$ cat src/rtl/core/wfm_queue.sv
// wfm_queue: small register-based first-in first-out queue.
// No dependencies; used between front and back and on the result side.
module wfm_queue #(
  parameter int W  = 8,
  parameter int AW = 2
) (
  input  logic          clk,
  input  logic          rst_n,
  input  logic          push,
  input  logic [W-1:0]  wdata,
  output logic          full,
  input  logic          pop,
  output logic [W-1:0]  rdata,
  output logic          empty,
  output logic [AW:0]   level
);

  localparam int Depth = 1 << AW;

  logic [W-1:0]  mem_r [Depth];
  logic [AW-1:0] wr_ptr_r;
  logic [AW-1:0] rd_ptr_r;
  logic [AW:0]   count_r;
  logic          do_push;
  logic          do_pop;

  assign full    = (count_r == (AW+1)'(Depth));
  assign empty   = (count_r == '0);
  assign level   = count_r;
  assign rdata   = mem_r[rd_ptr_r];
  assign do_push = push && !full;
  assign do_pop  = pop && !empty;

  always_ff @(posedge clk) begin
    if (do_push) mem_r[wr_ptr_r] <= wdata;
  end

  always_ff @(posedge clk) begin
    if (!rst_n) begin
      wr_ptr_r <= '0;
      rd_ptr_r <= '0;
      count_r  <= '0;
    end else begin
      if (do_push) wr_ptr_r <= wr_ptr_r + 1'b1;
      if (do_pop)  rd_ptr_r <= rd_ptr_r + 1'b1;
      case ({do_push, do_pop})
        2'b10:   count_r <= count_r + 1'b1;
        2'b01:   count_r <= count_r - 1'b1;
        default: count_r <= count_r;
      endcase
    end
  end

endmodule

$ cat config.mk
export PLATFORM = sky130hd
export DESIGN_NAME = wfm_queue
export DESIGN_NICKNAME = d
export VERILOG_FILES = /design/src/rtl/core/wfm_queue.sv
export SDC_FILE = /design/constraint.sdc
export NUM_CORES = 1
export LEC_CHECK = 0
export ABC_AREA = 1
export BUFFER_PORTS_ARGS = -buffer_cell sky130_fd_sc_hd__clkbuf_2
export CELL_PAD_IN_SITES_DETAIL_PLACEMENT = 0
export CELL_PAD_IN_SITES_GLOBAL_PLACEMENT = 1
export CORE_ASPECT_RATIO = 0.75
export CORE_MARGIN = 4
export CORE_UTILIZATION = 45
export CTS_CLUSTER_SIZE = 12
export DETAILED_ROUTE_END_ITERATION = 6
export MAX_ROUTING_LAYER = met4
export PLACE_DENSITY = 0.78
export SLEW_MARGIN = 15
export SYNTH_ARGS = -nofsm -noshare
export SYNTH_HDL_FRONTEND = slang
export SYNTH_SLANG_ARGS = --single-unit
$ cat constraint.sdc
create_clock -name clk -period 3.6 [get_ports clk]
set_input_delay 0.72 -clock clk [delete_from_list [all_inputs] [get_ports clk]]
set_output_delay 0.72 -clock clk [all_outputs]
set_load 0.02 [all_outputs]
==> results.sh <==
export IMPL_status="complete, no violations"
export IMPL_cts_sinks=41
export IMPL_worst_endpoint_arrival_ns=1.71
export IMPL_fmax_mhz=411.8
export IMPL_drc=0
export IMPL_postCtsSetupBuffers=0
export IMPL_worstRegToRegCells=13
export IMPL_holdPathStages=2
export IMPL_syn_avg_cell_area_um2=11.59
export IMPL_grt_setup_unrepaired="false"
export IMPL_r2r_setup_slack_ns=1.77
export IMPL_dp_hpwl_mm=2.139
export IMPL_gp_congestion=0.7730
export IMPL_synth_cells=146
export IMPL_holdWs_ns=0.5076
export IMPL_fin_util_pct=56.86
export IMPL_rr_startpoint="level[1]"
export IMPL_num_io_pins=25
export IMPL_first_pass_iters=4
export IMPL_drv_slew=0
export IMPL_nNetsFinal=193
export IMPL_fin_setup_tns_ns=0
export IMPL_cts_hold_buffers=0
export IMPL_syn_nets=164
export IMPL_end_kind="output port"
export IMPL_yosysWarnings=0
export IMPL_place_inst=218
export IMPL_cts_tree="done"
export IMPL_cts_max_path_buffers=2
export IMPL_ant_nets=0
export IMPL_p_leak_nw=0.7824
export IMPL_synth_cell_type_count=18
export IMPL_port_buffer_count=24
export IMPL_irDropWorstVdd_mv=0.3877
export IMPL_grt_max_degree=18
export IMPL_synth_seq_area_share_pct=67.46
export IMPL_fin_area_um2=1959
export IMPL_wire_per_inst_um=13.37
export IMPL_dpl_instance_area_um2=1852
export IMPL_max_stage_delay_ns=0.68
export IMPL_numCtsBuffers=5
export IMPL_power_density_nw_per_um2=714.5
export IMPL_cts_clk_slew_worst_paths_ns=0.07
export IMPL_critPathMaxFanout=17
export IMPL_n_antenna_cell=0
export IMPL_vias=1087
export IMPL_grt_pass1_vias=1015
export IMPL_nFillCells=310
export IMPL_cp_required_ns=2.88
export IMPL_hold_viol=0
export IMPL_worstSetupStartpointType="register"
export IMPL_die_area_um2=4814
export IMPL_syn_cell_area_um2=1692
export IMPL_antenna_found_initial=0
export IMPL_slowest_stage="dfxtp_1"
export IMPL_setup_violations=0
export IMPL_drt_total_wl_mm=3.021
export IMPL_hold_end="rd_ptr_r[1]"
export IMPL_grt_usage_pct=14.88
export IMPL_drt_initial_drc_count=78
export IMPL_place_ws_ns=1.469
export IMPL_period_minus_slack_ns=2.428
export IMPL_worst_pin_slew_ns=0.8308
export IMPL_dieWidth_um=78.80
export IMPL_hp_start="rd_ptr_r[1]"
export IMPL_finClkSkew_ns=0.01089
export IMPL_die_h_um=61.10
export IMPL_cap_violations=0
export IMPL_htreeDepth=2
export IMPL_hold_class="register to register"
export IMPL_crit_chain="inv_2, o21ai_0, o22ai_1, clkbuf_2"
export IMPL_period_share_pct=67.45
export IMPL_final_cells=226
export IMPL_power_mw=1.400
export IMPL_area_delta_synth_final_pct=15.83
export IMPL_placementRows=18
export IMPL_synth_seq_cells=41
export IMPL_cts_resized=0
export IMPL_grt_pass1_wl_mm=4.968
export IMPL_vias_per_cell=4.810
export IMPL_worst_slack_ns=1.172
export IMPL_start_util_pct=49.09
export IMPL_worstSetupPathType="register to output port"
export IMPL_reg2reg_to="level[2]"
export IMPL_grt_ovfl_total=0
export IMPL_slew_headroom_pct=44.41
export IMPL_drive_gt1_share_pct=22.16
export IMPL_cts_root_buf="clkbuf_8"
export IMPL_insertion_delay_ns=0.29
export IMPL_core_um2=3446
-- synthesized netlist by cell type --
cell type | count | area (µm²)
o21ai_1 | 1 | 5.000
o22ai_1 | 8 | 50.05
dfxtp_1 | 9 | 180.2
o21ai_2 | 3 | 26.28
ha_1 | 5 | 62.56
a21oi_1 | 5 | 25.02
inv_1 | 19 | 71.32
nand3_1 | 5 | 25.02
nand2_4 | 1 | 11.26
nand2_2 | 2 | 12.51
o21ai_0 | 14 | 70.07
inv_2 | 1 | 3.750
edfxtp_1 | 32 | 960.9
nor2_2 | 1 | 6.260
nand2_1 | 12 | 45.04
buf_6 | 2 | 22.52
fa_1 | 1 | 20.02
nor2_1 | 25 | 93.84
-- worst max-delay path by stage --
stage / start / endpoint / slack, ns / cells after the start
floorplan: pop / level[2] / 1.80 / 11
global placement: register / rdata[7] / 1.52 / 4
detailed placement: register / rdata[5] / 1.47 / 4
CTS: register / rdata[5] / 1.15 / 4
global route: register / rdata[0] / 0.91 / 4
finish: register / rdata[5] / 1.17 / 4
-- cell families after synthesis --
family	count (synthesis)	share of synthesized area (%)
buf+inv	22	5.769
simple gates	46	11.46
flops	41	67.46
fa+ha+maj	6	4.882
compound gates	31	10.43
-- area by class of cell --
cell class	count	area [µm²]	area share, %
timing repair buffer	24	120.1	6.130
clock buffer	6	72.57	3.704
sequential	41	1141	58.24
inverter	20	75.07	3.831
clock inverter	2	35.03	1.788
multi-input combinational	83	452.9	23.12
tap	50	62.56	3.193
-- layout by cell type, fill, tap and decap left out --
| cell | count |
|---|---|
| nand3_1 | 5 |
| edfxtp_1 | 32 |
| nand2_4 | 1 |
| o21ai_1 | 1 |
| ha_1 | 5 |
| o21ai_0 | 14 |
| nor2_1 | 25 |
| clkbuf_1 | 1 |
| inv_1 | 19 |
| clkbuf_8 | 5 |
| fa_1 | 1 |
| nand2_2 | 2 |
| clkbuf_2 | 24 |
| nand2_1 | 12 |
| a21oi_1 | 5 |
| nor2_2 | 1 |
| clkinv_2 | 1 |
| bufinv_16 | 1 |
| o22ai_1 | 8 |
| inv_2 | 1 |
| o21ai_2 | 3 |
| dfxtp_1 | 9 |
-- critical path: cells and delay by family (launching register included) --
family | cells | cell delay, ns
AOI/OAI and AO/OA | 2 | 0.31
buffers and inverters | 2 | 0.43
DFF | 1 | 0.68
-- where the power goes --
part | total [mW] | switching [mW] | internal [mW]
Sequential | 0.621 | 0.0502 | 0.571
Combinational | 0.421 | 0.286 | 0.135
Clock | 0.358 | 0.152 | 0.206
Total | 1.40 | 0.489 | 0.911
-- layer usage --
layer  part of all wire [%]  vias up  track usage, %
li1                       -      555               -
met1                     49      510           18.54
met2                     45       20           22.25
met3                    5.2        2           5.994
met4                   0.63        0           5.237
met5                      0        -               -
-- state kept, by name, indices dropped and copies added (netlist names), named ones only --
register  count
mem_r        32
level         3
rd_ptr_r      2
wr_ptr_r      2
Power figures use the tool's default switching activity.
