File: config.mk
export PLATFORM = sky130hd
export DESIGN_NAME = wfm_front
export DESIGN_NICKNAME = d
export VERILOG_FILES = /design/src/rtl/core/wfm_pkg.sv /design/src/rtl/core/wfm_front.sv
export SDC_FILE = /design/constraint.sdc
export NUM_CORES = 1
export LEC_CHECK = 0
export ABC_CLOCK_PERIOD_IN_PS = 3300
export BUFFER_PORTS_ARGS = -buffer_cell sky130_fd_sc_hd__buf_2
export CAP_MARGIN = 25
export CORE_MARGIN = 2
export CORE_UTILIZATION = 46
export DETAILED_ROUTE_END_ITERATION = 10
export PLACE_DENSITY = 0.71
export SKIP_CTS_REPAIR_TIMING = 1
export SYNTH_ARGS = -nofsm -noshare
export SYNTH_HDL_FRONTEND = slang
export SYNTH_SLANG_ARGS = --single-unit
File: constraint.sdc
create_clock -name clk -period 3.3 [get_ports clk]
set_input_delay 0.495 -clock clk [delete_from_list [all_inputs] [get_ports clk]]
set_output_delay 0.495 -clock clk [all_outputs]
set_load 0.01 [all_outputs]
File: src/rtl/core/wfm_pkg.sv
// wfm_pkg: shared types, codes and the cosine generator for the window multiplier.
// No dependencies; imported by window_function_multiplier, wfm_front and wfm_back.
package wfm_pkg;

  // configuration register indexes
  localparam logic [1:0] REG_WINDOW_TYPE   = 2'd0;
  localparam logic [1:0] REG_WINDOW_LENGTH = 2'd1;
  localparam logic [1:0] REG_PHASE_STEP    = 2'd2;
  localparam logic [1:0] REG_GAIN          = 2'd3;

  // window type codes; the spare code behaves as square
  localparam logic [1:0] WIN_SQUARE   = 2'd0;
  localparam logic [1:0] WIN_HANN     = 2'd1;
  localparam logic [1:0] WIN_BLACKMAN = 2'd2;

  localparam int LEN_W   = 13;   // window_length register
  localparam int PHASE_W = 32;   // one turn = 2^32
  localparam int GAIN_W  = 16;   // signed Q4.12
  localparam int COS_W   = 17;   // signed Q2.15 cosine, -1.0 .. +1.0 inclusive
  localparam int COEF_W  = 16;   // unsigned Q1.15 coefficient, 0 .. 1.0

  localparam logic [PHASE_W-1:0] STEP_RESET = 32'd4198463;
  localparam logic [LEN_W-1:0]   LEN_RESET  = 13'd1024;
  localparam logic [GAIN_W-1:0]  GAIN_RESET = 16'd4096;

  // Blackman terms: a0 in Q30, a2 in Q15 so its product with the cosine is Q30 (a1 is a shift by 14)
  localparam logic signed [31:0] BK_A0 = 32'sd450971566;
  localparam logic signed [12:0] BK_A2 = 13'sd2621;

  localparam int CORDIC_STEPS = 16;

  typedef struct packed {
    logic in_win;   // index inside the window: apply the coefficient
    logic last;     // final index of the window
  } wfm_flags_t;

  function automatic longint atan_turn(input int i);
    longint v;
    case (i)
      0:       v = 64'sd536870912;
      1:       v = 64'sd316933406;
      2:       v = 64'sd167458907;
      3:       v = 64'sd85004756;
      4:       v = 64'sd42667331;
      5:       v = 64'sd21354465;
      6:       v = 64'sd10679838;
      7:       v = 64'sd5340245;
      8:       v = 64'sd2670163;
      9:       v = 64'sd1335087;
      10:      v = 64'sd667544;
      11:      v = 64'sd333772;
      12:      v = 64'sd166886;
      13:      v = 64'sd83443;
      14:      v = 64'sd41722;
      15:      v = 64'sd20861;
      default: v = 64'sd0;
    endcase
    return v;
  endfunction

  // Cosine of a table address in Q2.15, clamped to +-1.0. Evaluated at
  // elaboration only, to fill the cosine table.
  function automatic longint cos_q15(input int addr, input int tbits);
    logic [31:0] ang;
    logic        neg;
    longint      x;
    longint      y;
    longint      z;
    longint      r;
    longint      dx;
    longint      dy;
    ang = 32'(addr) << (32 - tbits);
    neg = (ang[31:30] == 2'b01) || (ang[31:30] == 2'b10);
    if (neg) ang = ang - 32'h8000_0000;
    z = longint'($signed(ang));
    x = 64'sd652032874;
    y = 64'sd0;
    for (int i = 0; i < CORDIC_STEPS; i++) begin
      dx = y >>> i;
      dy = x >>> i;
      if (z >= 0) begin
        x = x - dx;
        y = y + dy;
        z = z - atan_turn(i);
      end else begin
        x = x + dx;
        y = y - dy;
        z = z + atan_turn(i);
      end
    end
    r = (x + 64'sd16384) >>> 15;
    if (r > 64'sd32768) r = 64'sd32768;
    if (r < -64'sd32768) r = -64'sd32768;
    return neg ? -r : r;
  endfunction

endpackage

File: src/rtl/core/wfm_front.sv
// wfm_front: sample index and phase accumulator; classifies each word.
// Depends on wfm_pkg.
module wfm_front
  import wfm_pkg::*;
#(
  parameter int MAX_WINDOW = 4096
) (
  input  logic               clk,
  input  logic               rst_n,
  input  logic               accept,
  input  logic               frame_start,
  input  logic [LEN_W-1:0]   cfg_len,
  input  logic [PHASE_W-1:0] cfg_step,
  output logic [PHASE_W-1:0] phase,
  output wfm_flags_t         flags
);

  localparam int LenMax = (1 << LEN_W) - 1;
  localparam int LenCap = (MAX_WINDOW < LenMax) ? MAX_WINDOW : LenMax;
  localparam logic [LEN_W-1:0] LenCapV = LEN_W'(LenCap);

  logic [LEN_W-1:0]   idx_r;
  logic [PHASE_W-1:0] phase_r;
  logic [LEN_W-1:0]   len;
  logic [LEN_W-1:0]   eff_idx;
  logic [PHASE_W-1:0] eff_phase;

  assign len       = (cfg_len > LenCapV) ? LenCapV : cfg_len;
  assign eff_idx   = frame_start ? '0 : idx_r;
  assign eff_phase = frame_start ? '0 : phase_r;

  assign flags.in_win = (eff_idx < len);
  assign flags.last   = flags.in_win && (eff_idx == len - 1'b1);
  assign phase        = eff_phase;

  // advance only inside the window; past it, hold index and phase
  always_ff @(posedge clk) begin
    if (!rst_n) begin
      idx_r   <= '0;
      phase_r <= '0;
    end else if (accept) begin
      idx_r   <= flags.in_win ? eff_idx + 1'b1 : eff_idx;
      phase_r <= flags.in_win ? eff_phase + cfg_step : eff_phase;
    end
  end

  a_hold_outside: assert property (@(posedge clk) disable iff (!rst_n)
    (accept && !flags.in_win) |=>
      (idx_r == $past(eff_idx)) && (phase_r == $past(eff_phase)))
    else $error("index or phase moved outside the window");

  a_last_reaches_len: assert property (@(posedge clk) disable iff (!rst_n)
    (accept && flags.last) |=> (idx_r == $past(len)))
    else $error("index after final word differs from window length");

endmodule

==> flow_summary.json, run 1 <==
{
  "synth_common_cells": "nor2b_1 (64), nand2_1 (61), ha_1 (46)",
  "area_growth_pct": 24.1,
  "crit_chain": "buf_6 -> or3_4 -> nor4_4 -> nand2_2 -> o21ai_4 -> nand2_1 -> ha_1 -> o21a_1 -> o21a_1 -> o21ai_2 -> a2111o_1 -> and2_4 -> nand4_1 -> nor3_2 -> buf_2",
  "start_util_pct": 46.8,
  "ant_nets": 0,
  "cp.required_ns": 2.80,
  "clkTransAtPathRegs_ns": 0.10,
  "drt_wl_total_mm": 12.0,
  "max_freq_mhz": 277,
  "status": "complete, but fails checks",
  "synthesis.area_sq_um": 4530,
  "slew_headroom_pct": 67.3,
  "setup_viol": 2,
  "reg2reg_depth": 13,
  "wl_per_cell_um": 14.4,
  "holdCritPathClass": "reg2reg",
  "whs_path_depth": 1,
  "report.final.slew_viol_count": 0,
  "ir_drop_v": 0.000196,
  "min_period_over_period_pct": 109,
  "place_area_sq_um": 5410,
  "antenna_found_initial": 0,
  "ys_types": 61,
  "synth_edf_count": 0,
  "cts.sinks": 45,
  "reg2reg_slack_ns": 0.25,
  "whs_ns": 0.462,
  "io_pins": 83,
  "ys_seq_area_share_pct": 19.9,
  "min_to": "phase_r[20]$_SDFFE_PN0P_",
  "endpoint_kind": "primary output",
  "synth_cells": 586,
  "crit_top_cell": "o21a_1",
  "crit_path_start_kind": "primary input",
  "yosysMostFrequentCell": "nor2b_1",
  "cts_buffers": 5,
  "cts-root-buf": "clkbuf_8",
  "antennaDiodeCount": 0,
  "fin_nets": 796,
  "synth_area_leaders": "dfxtp_1 (20%), ha_1 (13%), nor2b_1 (8.8%)",
  "fin_crit_ns": 3.61,
  "grt_start_max_net_pins": 36,
  "syn_area_per_cell_sq_um": 7.73,
  "num_vias": 4578,
  "firstDrtPassIters": 5,
  "arrival_ns": 3.11,
  "grt_first_pass_wirelength_mm": 19.7,
  "die_h_um": 103,
  "synth-seq-cells": 45,
  "yosysWarnings": 0,
  "cts_tree": "built",
  "power.leakage_nw": 2.61,
  "async_flop_share_pct": 0,
  "hpwlAfterDp_mm": 9.64,
  "hp-start": "phase_r[20]$_SDFFE_PN0P_",
  "gp_congestion": 0.913,
  "clk_path_buf_depth": 2,
  "worst-path-buf-inv": 2,
  "tightestPinTransition_ns": 0.490,
  "vias_per_cell": 5.49,
  "fp.dieArea_sq_um": 10700,
  "synth_ff_type": "dfxtp_1",
  "rsz0062_at_grt": "true",
  "drive_above_1_share_pct": 24.4,
  "cap_viol_max_count": 0,
  "synth_top_area_cell": "dfxtp_1",
  "synth_top_area_share_pct": 19.9,
  "violations": "setup timing",
  "syn_nets": 682,
  "cp_max_fo": 5,
  "detailedRoute.firstIterationViolations": 228,
  "r2r_end": "phase_r[28]$_SDFFE_PN0P_",
  "htree_levels": 2,
  "path_delay_family": "simple AND/OR/NAND/NOR gates",
  "design_area_sq_um": 5620,
  "globalRouteOverflowTotal": 0,
  "die_w_um": 103,
  "grt_pass1_vias": 4326,
  "timing.rr.start": "phase_r[0]$_SDFFE_PN0P_",
  "skew_ns": 0.00915,
  "fin_ws_ns": -0.306,
  "finalPower_mw": 1.62,
  "grt_usage_pct": 22.7,
  "cpMaxStageDelayCell": "a2111o_1",
  "pre_cts_slack_ns": -0.455,
  "path_class": "in2out",
  "cpPeakStageDelay_ns": 0.42,
  "numPortBuffers": 82,
  "clock_latency_ns": 0.31,
  "core-area_sq_um": 9680,
  "drcViolationCount": 0,
  "hold_viol": 0,
  "rows": 36,
  "cellPowerDensity_nw_per_um2": 288
}
## state kept, by name, summed over array words and instances (netlist names)
| signal | cells |
|---|---|
| phase_r | 32 |
| idx_r | 13 |
## area by class of cell
class	instances	area, sq um
inverters	15	56.3
clock buffers	5	68.8
clock inverters	3	50.0
well taps	133	166
multi-input cells	497	3490
flip-flops and latches	45	901
repair buffers	136	892
fillers	935	4060
## cells in the final DEF (no fill, tap or decap), types with 4 or more instances in the layout
cell type  count
a211oi_1       5
a21o_1        16
a21oi_1       39
a22oi_1       17
a31oi_1        6
and2_1        10
and3_1         7
buf_12         4
buf_2         79
buf_4         48
buf_6          5
clkbuf_8       5
dfxtp_1       45
ha_1          45
inv_1         15
nand2_1       59
nand2b_1       6
nand3_1       17
nand4_1       10
nor2_1        29
nor2b_1       62
nor3_1        10
o21a_1         8
o21ai_0       17
o21ai_1        7
o21ai_2        4
o2bb2ai_1     15
xnor2_1       30
xor2_1        18
## routing by layer
metal	vias up	global-route usage (%)	share of wire, %
met1	2078	31.1	47
li1	2333	-	-
met2	143	37.9	46
met3	24	2.49	4.7
met4	0	6.78	2.0
met5	-	0	0
## cells by family (layout without fill, tap and decap cells)
group / after synthesis / after routing / synth area share [%]
simple gates: 235 / 235 / 27.6
compound gates: 165 / 165 / 25.2
xor+xnor: 49 / 49 / 9.64
fa+ha+maj: 47 / 47 / 13.1
flops: 45 / 45 / 19.9
buf+inv: 44 / 159 / 4.42
mux: 1 / 1 / 0.221
## power by group
part	total, mW	switching (mW)	internal, mW
combinational	0.577	0.311	0.266
sequential	0.598	0.0175	0.580
clock	0.446	0.214	0.232
total	1.62	0.542	1.08
## stage by stage
step                      util (%)  cells  TNS, ns
after global placement        55.9    823   -12.48
after floorplan                  -    586    -5.31
after detailed placement      55.9    823   -16.59
after CTS                     57.1    831    -2.34
after global routing          58.1    834    -2.68
final                         58.1    834   -0.458
## worst max path at each step
stage | from | endpoint | slack (ns) | cells past startpoint
floorplan | cfg_len[2] | phase_r[1]$_SDFFE_PN0P_ | -0.20 | 17
global placement | cfg_len[2] | flags[0] | -0.34 | 15
detailed placement | cfg_len[2] | idx_r[10]$_SDFFE_PN0P_ | -0.45 | 16
CTS | cfg_len[2] | flags[0] | -0.40 | 15
global route | cfg_len[5] | flags[0] | -0.42 | 15
finish | cfg_len[5] | flags[0] | -0.31 | 15
Power figures use the tool's default switching activity.
==> inputs of run 2 (changes only) <==
Settings changed: BUFFER_PORTS_ARGS -buffer_cell sky130_fd_sc_hd__buf_2 to not set, DONT_BUFFER_PORTS set to 1, PLACE_DENSITY 0.71 to not set.
==> run 2 against run 1 <==
- the flow still finishes with violations (setup timing)
- sequential power grew 0.8%
- worst setup slack better by 0.19 ns
- cell count down 11%
==> flow_summary.json, run 2 (synthesized netlist as in run 1, its figures left out) <==
{
  "status": "complete, but fails checks",
  "violations": "setup timing",
  "grt_pass1_vias": 4112,
  "fin_nets": 705,
  "gp_congestion": 0.893,
  "endpoint_kind": "primary output",
  "final_common_cell": "nor2b_1",
  "cts.sinks": 45,
  "top_register": "phase_r",
  "num_vias": 4267,
  "report.final.slew_viol_count": 0,
  "finalPower_mw": 1.47,
  "cts_tree": "built",
  "firstDrtPassIters": 5,
  "stdcell_count": 743,
  "globalRouteOverflowTotal": 0,
  "fin_setup_tns_ns": -0.836,
  "hold_viol": 0,
  "reg_top3": "phase_r: 32 flops, idx_r: 13 flops",
  "path_class": "in2out",
  "cp.required_ns": 2.80,
  "drcViolationCount": 0,
  "rows": 36,
  "grt_start_max_net_pins": 49,
  "io_pins": 83,
  "antenna_found_initial": 0,
  "clkTransAtPathRegs_ns": 0.10,
  "htree_levels": 2,
  "cts-root-buf": "clkbuf_8",
  "whs_ns": 0.308,
  "skew_ns": 0.0172,
  "fp.dieArea_sq_um": 10700,
  "numPortBuffers": 0,
  "clk_path_buf_depth": 2,
  "min_period_over_period_pct": 104,
  "arrival_ns": 2.93,
  "detailedRoute.firstIterationViolations": 143,
  "setup_viol": 16,
  "tightestPinTransition_ns": 0.532,
  "cp_max_fo": 7,
  "fin_ws_ns": -0.121,
  "place_area_sq_um": 4900,
  "clock_latency_ns": 0.31,
  "wl_per_cell_um": 15.8,
  "design_area_sq_um": 5190,
  "pre_cts_slack_ns": -0.260,
  "area_growth_pct": 14.5,
  "drt_wl_total_mm": 11.8,
  "largest_reg_flops": 32,
  "layout_common_cells": "nor2b_1 (61), nand2_1 (59), ha_1 (46)",
  "ant_nets": 0,
  "antennaDiodeCount": 0,
  "dp_cells": 731,
  "holdCritPathClass": "in2reg",
  "max_freq_mhz": 292,
  "vias_per_cell": 5.74,
  "fin_crit_ns": 3.42,
  "final_util_pct": 53.6,
  "crit_path_start_kind": "primary input",
  "grt_first_pass_wirelength_mm": 18.7,
  "ir_drop_v": 0.000180,
  "slew_headroom_pct": 64.5,
  "core-area_sq_um": 9680,
  "cap_viol_max_count": 0,
  "drive_above_1_share_pct": 15.1,
  "grt_usage_pct": 21.4,
  "cts_buffers": 5,
  "power.leakage_nw": 2.21,
  "rsz0062_at_grt": "true",
  "hpwlAfterDp_mm": 8.85,
  "cellPowerDensity_nw_per_um2": 283,
  "start_util_pct": 46.8,
  "die_w_um": 103,
  "die_h_um": 103
}
[run 2: cell types whose count changed in the layout (fill, tap and decap cells not counted), moves of 2 or more]
cell and change:
o2bb2ai_2 +13, buf_2 -79, o2bb2ai_1 -14, buf_12 -2, buf_6 -3, buf_4 -9
o21ai_2 -2
[run 2: critical path: stages]
cell,delay (ns)
or3_4,0.38
nor4_4,0.24
nand2_2,0.11
o21ai_4,0.19
nand2_1,0.08
ha_1,0.28
o21a_1,0.12
o21a_1,0.12
o21ai_1,0.07
a2111o_1,0.42
and2_4,0.17
buf_4,0.13
buf_6,0.11
[run 2: layout make-up]
type                       count  area [sq um]
multi-input combinational    497          3570
tap                          133           166
timing repair buffer          45           395
fill                         965          4500
inverter                      15          56.3
clock buffer                   5          68.8
clock inverter                 3          25.0
sequential                    45           901
[run 2: report_power, final]
group | switching, mW | leakage [nW] | internal, mW | total (mW)
sequential | 0.0223 | 0.369 | 0.581 | 0.603
combinational | 0.276 | 1.79 | 0.227 | 0.503
clock | 0.211 | 0.0447 | 0.153 | 0.364
[run 2: worst paths after layout]
path | slack, ns | depth (start not counted) | from | end
worst max-delay path | -0.12 | 13 | cfg_len[2] | flags[1]
worst min-delay path | 0.31 | 1 | rst_n | idx_r[3]$_SDFFE_PN0P_
worst max register to register | 0.12 | 14 | phase_r[0]$_SDFFE_PN0P_ | phase_r[22]$_SDFFE_PN0P_
worst min register to register | 0.45 | 2 | phase_r[4]$_SDFFE_PN0P_ | phase_r[4]$_SDFFE_PN0P_
[run 2: layer usage]
layer	GRT usage, %	share of wire (%)
met1	28.6	46
met2	36.1	47
met3	3.36	5.7
met4	5.36	1.1
met5	0	0
